File: src/hdl/dsdpm_pkg.sv
// Package for the DSD/PCM meter decimator: payload types, codes and the popcount function.
package dsdpm_pkg;

   localparam int unsigned WORD_W   = 32;
   localparam int unsigned SAMPLE_W = 16;
   localparam int unsigned CSR_IDX_W  = 2;
   localparam int unsigned CSR_DATA_W = 7;
   localparam int unsigned QUOT_W   = 16;
   localparam int unsigned POP_W    = 6;

   localparam logic [CSR_IDX_W-1:0] REG_FORMAT_MODE   = 2'd0;
   localparam logic [CSR_IDX_W-1:0] REG_CHANNEL_COUNT = 2'd1;
   localparam logic [CSR_IDX_W-1:0] REG_DECIMATION    = 2'd2;

   localparam logic [1:0] MODE_NONE = 2'd0;
   localparam logic [1:0] MODE_S16  = 2'd1;
   localparam logic [1:0] MODE_S32  = 2'd2;
   localparam logic [1:0] MODE_DSD  = 2'd3;

   localparam logic [1:0] RESET_FORMAT_MODE   = MODE_NONE;
   localparam logic [1:0] RESET_CHANNEL_COUNT = 2'd2;
   localparam logic [6:0] RESET_DECIMATION    = 7'd1;

   typedef struct packed {
      logic [WORD_W-1:0] left_word;
      logic [WORD_W-1:0] right_word;
   } req_payload_type;

   typedef struct packed {
      logic signed [SAMPLE_W-1:0] left_sample;
      logic signed [SAMPLE_W-1:0] right_sample;
   } rsp_payload_type;

   typedef enum logic [1:0] {
      ST_IDLE,
      ST_LOAD,
      ST_DIV,
      ST_PUSH
   } state_type;

   // adder tree, five levels
   function automatic logic [POP_W-1:0] popcount32(input logic [WORD_W-1:0] w);
      logic [1:0] s1 [16];
      logic [2:0] s2 [8];
      logic [3:0] s3 [4];
      logic [4:0] s4 [2];
      for (int i = 0; i < 16; i++) s1[i] = {1'b0, w[2*i]} + {1'b0, w[2*i+1]};
      for (int i = 0; i < 8; i++)  s2[i] = {1'b0, s1[2*i]} + {1'b0, s1[2*i+1]};
      for (int i = 0; i < 4; i++)  s3[i] = {1'b0, s2[2*i]} + {1'b0, s2[2*i+1]};
      for (int i = 0; i < 2; i++)  s4[i] = {1'b0, s3[2*i]} + {1'b0, s3[2*i+1]};
      return {1'b0, s4[0]} + {1'b0, s4[1]};
   endfunction

endpackage

File: src/hdl/dsd_pcm_meter_decimator.sv
// Top level: DSD/PCM level-meter decimator with a shared iterative divider.
// PCM modes: a taken item's samples are registered, then the push state loads the result
// register; no new item is taken until the push is done. DSD frames that do not close a
// window stay idle and only update the counts. A closing frame runs the restoring divider,
// one quotient bit per cycle, per channel. While a held result is stalled, push waits and input stalls.
// Synchronous active-high reset: registers to defaults, counts cleared, no result held.
module dsd_pcm_meter_decimator
   import dsdpm_pkg::*;
#(
   parameter int unsigned MAX_DECIMATION = 64
) (
   input  logic                  clock,
   input  logic                  reset,
   input  logic                  req_valid,
   output logic                  req_stall,
   input  req_payload_type       req_data,
   output logic                  rsp_valid,
   input  logic                  rsp_stall,
   output rsp_payload_type       rsp_data,
   input  logic                  csr_we,
   input  logic [CSR_IDX_W-1:0]  csr_index,
   input  logic [CSR_DATA_W-1:0] csr_wdata
);

   localparam int unsigned FW  = $clog2(MAX_DECIMATION + 1);
   localparam int unsigned CW  = FW + 5;
   localparam int unsigned DVW = FW + 3;
   localparam int unsigned NW  = CW + 15;

   state_type state_ff, state_in;

   logic [1:0]            mode_ff, mode_in;
   logic [1:0]            chans_ff, chans_in;
   logic [6:0]            dec_ff, dec_in;
   logic [CW-1:0]         ones_l_ff, ones_l_in;
   logic [CW-1:0]         ones_r_ff, ones_r_in;
   logic [FW-1:0]         frames_ff, frames_in;
   logic                  chan_ff, chan_in;
   logic [3:0]            step_ff, step_in;
   logic                  neg_ff, neg_in;
   logic [DVW-1:0]        rem_ff, rem_in;
   logic [QUOT_W-1:0]     low_ff, low_in;
   logic [SAMPLE_W-1:0]   lsamp_ff, lsamp_in;
   logic [SAMPLE_W-1:0]   rsamp_ff, rsamp_in;
   logic                  rsp_valid_ff, rsp_valid_in;
   rsp_payload_type       rsp_data_ff, rsp_data_in;

   logic                  req_take;
   logic                  stereo;
   logic                  rsp_free;
   logic [FW-1:0]         n_eff;
   logic [FW-1:0]         frames_next;
   logic                  window_done;
   logic                  div_last;
   logic [DVW-1:0]        divisor;
   logic [CW-1:0]         cnt_sel;
   logic [CW-1:0]         base;
   logic                  cnt_neg;
   logic [CW-1:0]         mag;
   logic [NW-1:0]         num;
   logic [DVW:0]          trial;
   logic [DVW:0]          diff;
   logic                  ge;
   logic [QUOT_W-1:0]     quot;
   logic [SAMPLE_W-1:0]   sat_mag;
   logic [SAMPLE_W-1:0]   level;
   logic                  cfg_hit;

   assign req_stall = (state_ff != ST_IDLE);
   assign req_take  = req_valid && !req_stall;
   assign stereo    = chans_ff[1];
   assign rsp_free  = !rsp_valid_ff || !rsp_stall;
   assign rsp_valid = rsp_valid_ff;
   assign rsp_data  = rsp_data_ff;

   always_comb begin
      if (dec_ff == '0) begin
         n_eff = FW'(1);
      end else if (32'(dec_ff) > MAX_DECIMATION) begin
         n_eff = FW'(MAX_DECIMATION);
      end else begin
         n_eff = FW'(dec_ff);
      end
   end

   assign frames_next = FW'(frames_ff + 1'b1);
   assign window_done = (frames_next >= n_eff);
   assign div_last    = (step_ff == 4'd15);

   // shared divider datapath
   assign divisor = {frames_ff, 3'b000};
   assign cnt_sel = chan_ff ? ones_r_ff : ones_l_ff;
   assign base    = {1'b0, frames_ff, 4'b0000};
   assign cnt_neg = (cnt_sel < base);
   assign mag     = cnt_neg ? (base - cnt_sel) : (cnt_sel - base);
   assign num     = {mag, 15'd0} - {15'd0, mag};
   assign trial   = {rem_ff, low_ff[QUOT_W-1]};
   assign ge      = (trial >= {1'b0, divisor});
   assign diff    = trial - {1'b0, divisor};
   assign quot    = {low_ff[QUOT_W-2:0], ge};
   assign sat_mag = quot[QUOT_W-1] ? 16'h7FFF : {1'b0, quot[QUOT_W-2:0]};
   assign level   = neg_ff ? (16'd0 - sat_mag) : sat_mag;

   assign cfg_hit = csr_we && (csr_index == REG_FORMAT_MODE ||
                               csr_index == REG_CHANNEL_COUNT ||
                               csr_index == REG_DECIMATION);

   // next state
   always_comb begin
      state_in = state_ff;
      unique case (state_ff)
         ST_IDLE: begin
            if (req_take) begin
               unique case (mode_ff) inside
                  MODE_NONE:          state_in = ST_IDLE;
                  MODE_S16, MODE_S32: state_in = ST_PUSH;
                  MODE_DSD:           state_in = window_done ? ST_LOAD : ST_IDLE;
                  default:            state_in = ST_IDLE;
               endcase
            end
         end
         ST_LOAD: state_in = ST_DIV;
         ST_DIV: begin
            if (div_last) begin
               state_in = (!chan_ff && stereo) ? ST_LOAD : ST_PUSH;
            end
         end
         ST_PUSH: begin
            if (rsp_free) begin
               state_in = ST_IDLE;
            end
         end
         default: state_in = ST_IDLE;
      endcase
   end

   // datapath and outputs
   always_comb begin
      mode_in      = mode_ff;
      chans_in     = chans_ff;
      dec_in       = dec_ff;
      ones_l_in    = ones_l_ff;
      ones_r_in    = ones_r_ff;
      frames_in    = frames_ff;
      chan_in      = chan_ff;
      step_in      = step_ff;
      neg_in       = neg_ff;
      rem_in       = rem_ff;
      low_in       = low_ff;
      lsamp_in     = lsamp_ff;
      rsamp_in     = rsamp_ff;
      rsp_valid_in = rsp_valid_ff && rsp_stall;
      rsp_data_in  = rsp_data_ff;

      unique case (state_ff)
         ST_IDLE: begin
            if (req_take) begin
               case (mode_ff)
                  MODE_S16: begin
                     lsamp_in = req_data.left_word[15:0];
                     rsamp_in = stereo ? req_data.right_word[15:0]
                                       : req_data.left_word[15:0];
                  end
                  MODE_S32: begin
                     lsamp_in = req_data.left_word[31:16];
                     rsamp_in = stereo ? req_data.right_word[31:16]
                                       : req_data.left_word[31:16];
                  end
                  MODE_DSD: begin
                     ones_l_in = ones_l_ff + CW'(popcount32(req_data.left_word));
                     if (stereo) begin
                        ones_r_in = ones_r_ff + CW'(popcount32(req_data.right_word));
                     end
                     frames_in = frames_next;
                     chan_in   = 1'b0;
                  end
                  default: ;
               endcase
            end
         end
         ST_LOAD: begin
            neg_in  = cnt_neg;
            rem_in  = num[16 +: DVW];
            low_in  = num[15:0];
            step_in = '0;
         end
         ST_DIV: begin
            rem_in  = ge ? diff[DVW-1:0] : trial[DVW-1:0];
            low_in  = quot;
            step_in = step_ff + 4'd1;
            if (div_last) begin
               if (chan_ff) begin
                  rsamp_in = level;
               end else begin
                  lsamp_in = level;
                  rsamp_in = level;
               end
               if (chan_ff || !stereo) begin
                  ones_l_in = '0;
                  ones_r_in = '0;
                  frames_in = '0;
               end
               chan_in = 1'b1;
            end
         end
         ST_PUSH: begin
            if (rsp_free) begin
               rsp_valid_in             = 1'b1;
               rsp_data_in.left_sample  = lsamp_ff;
               rsp_data_in.right_sample = rsamp_ff;
            end
         end
         default: ;
      endcase

      if (cfg_hit) begin
         unique case (csr_index)
            REG_FORMAT_MODE:   mode_in  = csr_wdata[1:0];
            REG_CHANNEL_COUNT: chans_in = csr_wdata[1:0];
            REG_DECIMATION:    dec_in   = csr_wdata;
            default: ;
         endcase
         ones_l_in = '0;
         ones_r_in = '0;
         frames_in = '0;
      end
   end

   always_ff @(posedge clock) begin
      if (reset) begin
         state_ff     <= ST_IDLE;
         mode_ff      <= RESET_FORMAT_MODE;
         chans_ff     <= RESET_CHANNEL_COUNT;
         dec_ff       <= RESET_DECIMATION;
         ones_l_ff    <= '0;
         ones_r_ff    <= '0;
         frames_ff    <= '0;
         chan_ff      <= 1'b0;
         step_ff      <= '0;
         rsp_valid_ff <= 1'b0;
      end else begin
         state_ff     <= state_in;
         mode_ff      <= mode_in;
         chans_ff     <= chans_in;
         dec_ff       <= dec_in;
         ones_l_ff    <= ones_l_in;
         ones_r_ff    <= ones_r_in;
         frames_ff    <= frames_in;
         chan_ff      <= chan_in;
         step_ff      <= step_in;
         rsp_valid_ff <= rsp_valid_in;
      end
   end

   always_ff @(posedge clock) begin
      neg_ff      <= neg_in;
      rem_ff      <= rem_in;
      low_ff      <= low_in;
      lsamp_ff    <= lsamp_in;
      rsamp_ff    <= rsamp_in;
      rsp_data_ff <= rsp_data_in;
   end

`ifndef SYNTHESIS
   a_frames_below_window: assert property (@(posedge clock) disable iff (reset)
      (state_ff == ST_IDLE) |-> (frames_ff < n_eff))
      else $error("frame count reached window while idle");

   a_step_only_in_div: assert property (@(posedge clock) disable iff (reset)
      (state_ff != ST_DIV) |-> (step_ff == '0))
      else $error("divider step count left nonzero");

   a_rem_below_divisor: assert property (@(posedge clock) disable iff (reset)
      (state_ff == ST_DIV) |-> (rem_ff < divisor))
      else $error("divider remainder out of range");

   a_result_from_push: assert property (@(posedge clock) disable iff (reset)
      $rose(rsp_valid_ff) |-> ($past(state_ff) == ST_PUSH))
      else $error("result raised outside push state");
`endif

endmodule

File: config.mk
export PLATFORM = sky130hd
export DESIGN_NAME = dsd_pcm_meter_decimator
export DESIGN_NICKNAME = d
export VERILOG_FILES = /design/src/hdl/dsdpm_pkg.sv /design/src/hdl/dsd_pcm_meter_decimator.sv
export SDC_FILE = /design/constraint.sdc
export NUM_CORES = 1
export LEC_CHECK = 0
export ABC_AREA = 1
export BUFFER_PORTS_ARGS = -buffer_cell sky130_fd_sc_hd__buf_2
export CAP_MARGIN = 15
export CORE_UTILIZATION = 55
export DETAILED_ROUTE_END_ITERATION = 10
export GPL_TIMING_DRIVEN = 0
export PLACE_DENSITY = 0.72
export SKIP_LAST_GASP = 1
export SLEW_MARGIN = 40
export SYNTH_ARGS = -nofsm -noshare
export SYNTH_HDL_FRONTEND = slang
export SYNTH_SLANG_ARGS = --single-unit
export TNS_END_PERCENT = 30
File: constraint.sdc
create_clock -name clock -period 13.15 [get_ports clock]
set_input_delay 1.9725 -clock clock [delete_from_list [all_inputs] [get_ports clock]]
set_output_delay 1.9725 -clock clock [all_outputs]
set_load 0.05 [all_outputs]
After elaboration in Yosys (flattened, before gate mapping)

Cells that the tools add are included.

Bits in registers: 141
Latch bits: 0
RAM bits: 0
Bits in read-only memories: 0
Input port bits: 78
Output and inout port bits: 34
Logic and storage cells: 188
Memories kept: 0

Add/subtract/negate cells: 71
Multiply operators: 0
Divide/modulo/power cells: 0
$lt $le $gt $ge: 4
Equal/unequal tests: 17
Shift operators: 0
Mux-type cells: 48
Bitwise gates (word level): 0
Reduce and logical (&&, ||, !) cells: 31

Operators with widths:

| kind                                              | count |
|---|---|
| one-hot mux 16 bit (2 select lines)               | 5 |
| 2-to-1 mux 16 bit                                 | 8 |
| 2-to-1 mux 12 bit                                 | 9 |
| adder 1 x 1 -> 2 bit                              | 32 |
| adder 2 x 2 -> 3 bit                              | 16 |
| one-hot mux 12 bit (2 select lines)               | 2 |
| 2-to-1 mux 7 bit                                  | 6 |
| adder 3 x 3 -> 4 bit                              | 8 |
| subtractor 26 x 12 -> 26 bit                      | 1 |
| adder 12 x 6 -> 12 bit                            | 2 |
| adder 4 x 4 -> 5 bit                              | 4 |
| one-hot mux 10 bit (2 select lines)               | 1 |
| subtractor 1 x 15 -> 16 bit, first input constant | 1 |
| 2-to-1 mux 15 bit                                 | 1 |
| != test 2 bit, second input constant              | 7 |
| one-hot mux 7 bit (2 select lines)                | 1 |
| adder 5 x 5 -> 6 bit                              | 2 |
| < comparator 12 x 11 -> 1 bit                     | 1 |
| subtractor 11 x 12 -> 12 bit                      | 1 |
| subtractor 12 x 11 -> 12 bit                      | 1 |
| greater-or-equal comparator 11 x 10 -> 1 bit      | 1 |
| equality test 2 bit, second input constant        | 5 |
| 2-to-1 mux 10 bit                                 | 1 |
| AND reduction 5 bit                               | 2 |
| other kinds (25)                                  | 53 |

Logic depth before layout (Yosys ltp)

Word-level depth: 10
Mapped depth: 25
Gate-level depth less buffers: 24

Worst setup path before layout

OpenSTA, ideal clock, no wires.

Kind: in2reg
From: in req_data[32] (netlist bit)
To: reg ones_l_ff[10]
Setup time: 0.114 ns
Arrival time: 6.788 ns
Required time: 13.036 ns
Setup slack: 6.247 ns
Stages on the path: 20
Buffers on the path: 0
Path through: fa_1 inv_1 fa_1 fa_1 fa_1 fa_1 fa_1 fa_1 fa_1 inv_1 a31oi_1 nor2_1 nor2_1 o21bai_1 nand2_1 a21oi_1 nand2_1 nor2_1 xor2_1 nor2_1

Word-level cells in the longest chain between the ends: 9

Ends and longest elaborated chain:

| what                                | line                           | text |
|---|---|---|
| from (decl)                         | dsd_pcm_meter_decimator.sv:16  | `input req_payload_type req_data,` |
| adder 1 x 1 -> 2 bit                | dsdpm_pkg.sv:47                | `for (int i = 0; i < 16; i++) s1[i] = {1'b0, w[2*i]} + {1'b0, w[2*i+1]};` |
| adder 2 x 2 -> 3 bit                | dsdpm_pkg.sv:48                | `for (int i = 0; i < 8; i++) s2[i] = {1'b0, s1[2*i]} + {1'b0, s1[2*i+1]};` |
| adder 3 x 3 -> 4 bit                | dsdpm_pkg.sv:49                | `for (int i = 0; i < 4; i++) s3[i] = {1'b0, s2[2*i]} + {1'b0, s2[2*i+1]};` |
| adder 4 x 4 -> 5 bit                | dsdpm_pkg.sv:50                | `for (int i = 0; i < 2; i++) s4[i] = {1'b0, s3[2*i]} + {1'b0, s3[2*i+1]};` |
| adder 5 x 5 -> 6 bit                | dsdpm_pkg.sv:51                | `return {1'b0, s4[0]} + {1'b0, s4[1]};` |
| adder 12 x 6 -> 12 bit              | dsd_pcm_meter_decimator.sv:170 | `ones_l_in = ones_l_ff + CW'(popcount32(req_data.left_word));` |
| 2-to-1 mux 12 bit                   | dsd_pcm_meter_decimator.sv:158 | `case (mode_ff)` |
| 2-to-1 mux 12 bit                   | dsd_pcm_meter_decimator.sv:157 | `if (req_take) begin` |
| one-hot mux 12 bit (2 select lines) | dsd_pcm_meter_decimator.sv:155 | `unique case (state_ff)` |
| to (signal assigned)                | dsd_pcm_meter_decimator.sv:246 | `ones_l_ff <= ones_l_in;` |
| to (decl)                           | dsd_pcm_meter_decimator.sv:35  | `logic [CW-1:0] ones_l_ff, ones_l_in;` |

Every way passes these cells. The select of a mux whose other input is x is not followed.
A chain may end at the register's enable or synchronous reset.

Final worst setup path

Ends and elaborated chain as after synthesis.

==> reports/qor.yml <==
status: "finished clean"
first_pass_iters: 5
cp-end-kind: "register"
cp.required_ns: 13.47
timing.setup.tns_ns: 0
power.share.clock_pct: 22.3
p_comb_share_pct: 49.7
via_per_inst: 5.42
synth_cell_type_count: 46
rsz0062_at_grt: "false"
num_rows: 50
syn_area_um2: 10600
synth-edff-count: 91
hpwl_um: 23000
hold_viol: 0
ir_worst_vdd_uv: 153
seq_area_frac_synth_pct: 34.9
fmax_mhz: 143
cts.clk_slew.worst_paths_ns: 0.07
synth_flop_cell: "edfxtp_1"
grtUsageTotal_pct: 29.9
synth_fp_nets: 1541
drt_iter0_markers: 686
post-synth-top-area-cell: "edfxtp_1"
grt_max_degree: 32
period_share_pct: 53.4
synth_seq_cells: 140
cts.repair.resized: 0
crit_path_max_fanout: 3
drive_above_1_share_pct: 14.9
clock_sinks: 140
ant_nets: 0
clock-root-buffer: "clkbuf_16"
clk_latency_ns: 0.43
setup_viol: 0
synthTopCellsByArea: "edfxtp_1, fa_1, nand2_1"
arrival_ns: 7.34
final_common_cell: "nand2_1"
die_y_um: 141
cts_buffers: 17
die_area_um2: 19900
relSlewSlack_pct: 42.9
overflow: 0
synthArstFlopShare_pct: 0
routed_wl_um: 28400
cts_setup_buffers: 0
wire_per_inst_um: 16.3
yosysTopAreaCellShare_pct: 25.7
die_w_um: 141
slew_violations: 0
final_net_count: 1674
synthCells: 1338
path_class: "primary input to register"
grt_pass1_wl_um: 45400
antenna_found_initial: 0
initial_core_util_pct: 56.5
p_per_area_nw_per_um2: 170
p_leak_uw: 0.00569
final_cell_mix: "nand2_1, inv_1, buf_2, nor2_1, edfxtp_1"
h-tree-depth: 4
yosysWarnings: 0
p_sw_share_pct: 42.7
vias: 9450
hold_buffers: 0
fin_hold_ws_ns: 0.415
worst_pin_slew_ns: 0.857
max_cap_viol_count: 0
skew_ns: 0.0106
grt_pass1_vias: 8768
drc_errors: 0
internal_power_uw: 1180
start_kind: "primary input"
io_pins: 112
fill_cells: 1650
syn_area_per_cell_um2: 7.96
coreArea_um2: 18800
timing.final.crit_period_ns: 7.02
io_buffers: 111
hold_class: "register to register"
p_sw_uw: 879
diodes: 0
cts_tree: "done"
p_seq_share_pct: 28.0
gp_congestion: 0.980
syn2layout_area_growth_pct: 14.0
cts_buffer_depth: 2
final cells by class:
class / instances / area (um2) / area share (%)
clock buffer: 17 / 425 / 3.50
multi-input combinational: 939 / 5960 / 49.1
buffer: 34 / 156 / 1.29
inverter: 225 / 845 / 6.96
sequential: 140 / 3710 / 30.6
timing repair buffer: 114 / 586 / 4.82
clock inverter: 15 / 129 / 1.06
tap: 260 / 325 / 2.68
worst paths after layout:
check | cells past startpoint | end | from | slack (ns)
worst max register to register | 19 | ones_l_ff[10]$_SDFFE_PP0P_ | ones_l_ff[0]$_SDFFE_PP0P_ | 7.92
worst min-delay path | 0 | rsp_data[9]$_DFFE_PP_ | rsamp_ff[9]$_DFFE_PP_ | 0.42
worst max-delay path | 21 | ones_l_ff[10]$_SDFFE_PP0P_ | req_data[32] | 6.13
worst min register to register | 0 | rsp_data[9]$_DFFE_PP_ | rsamp_ff[9]$_DFFE_PP_ | 0.42
cell usage after synthesis (all sizes together) (4+ instances only):
library cell	number
nand2	311
inv	220
nor2	119
o21ai	98
edfxtp	91
a21oi	89
nand3	75
ha	71
fa	54
dfxtp	49
nor3	26
clkbuf	22
xor2	15
buf	12
or2	12
nand3b	10
o211ai	10
a31oi	9
nand4	8
clkinv	5
o221ai	5
o21bai	4
sequential cells by signal, indices dropped and copies added (netlist names):
register   flops
chan_ff        1
chans_ff       1
dec_ff         7
frames_ff      7
low_ff        16
lsamp_ff      16
mode_ff        2
neg_ff         1
ones_l_ff     12
ones_r_ff     12
rem_ff        10
rsamp_ff      16
rsp_data      32
rsp_valid      1
state_ff       2
step_ff        4
logic make-up after synthesis:
logic type,after synthesis,synth area share (%)
multiplexers,2,0.188
XOR/XNOR,18,1.48
AND/OR/NAND/NOR,567,23.9
flip-flops,140,34.9
AO/OA/AOI/OAI,227,11.6
adder cells (fa/ha/maj),125,18.5
buffers and inverters,259,9.40
power by group through the flow:
stage                     logic, uW  clock network, uW  registers, uW
after floorplan                 767                  0            580
after global placement          988                  0            585
after detailed placement       1010                  0            585
after CTS                      1020                461            577
after global routing           1180                480            582
final                          1020                460            577
per-stage QoR:
stage | worst slack, ns | area, um2 | utilization [%] | cells | power, uW
floorplan | 6.25 | 10600 | - | 1338 | 1350
global placement | 5.84 | 11500 | 61.2 | 1709 | 1570
detailed placement | 5.73 | 11600 | 61.5 | 1712 | 1600
CTS | 6.19 | 12100 | 64.5 | 1744 | 2060
global route | 5.86 | 12100 | 64.5 | 1744 | 2240
finish | 6.13 | 12100 | 64.5 | 1744 | 2060
worst max-delay path, cell delays in order:
cell and delay (ns):
buf_2 0.13, fa_1 0.53, inv_1 0.05, fa_1 0.54
fa_1 0.46, fa_1 0.51, fa_1 0.53, fa_1 0.43
fa_1 0.44, fa_1 0.42, inv_1 0.07, a31oi_1 0.11
nor2_1 0.15, nor2_1 0.06, o21bai_1 0.22, nand2_1 0.08
a21oi_1 0.20, nand2_1 0.10, nor2_1 0.13, xor2_1 0.16
nor2_1 0.05
routing by layer:
layer	GRT usage, %	vias to the layer above	share of wire, %
li1	-	4622	-
met1	39.2	4346	43
met4	11.9	0	3.8
met2	49.1	408	47
met5	0	-	0
met3	5.26	74	6.5
No activity file was read; power rests on OpenSTA's default activity.
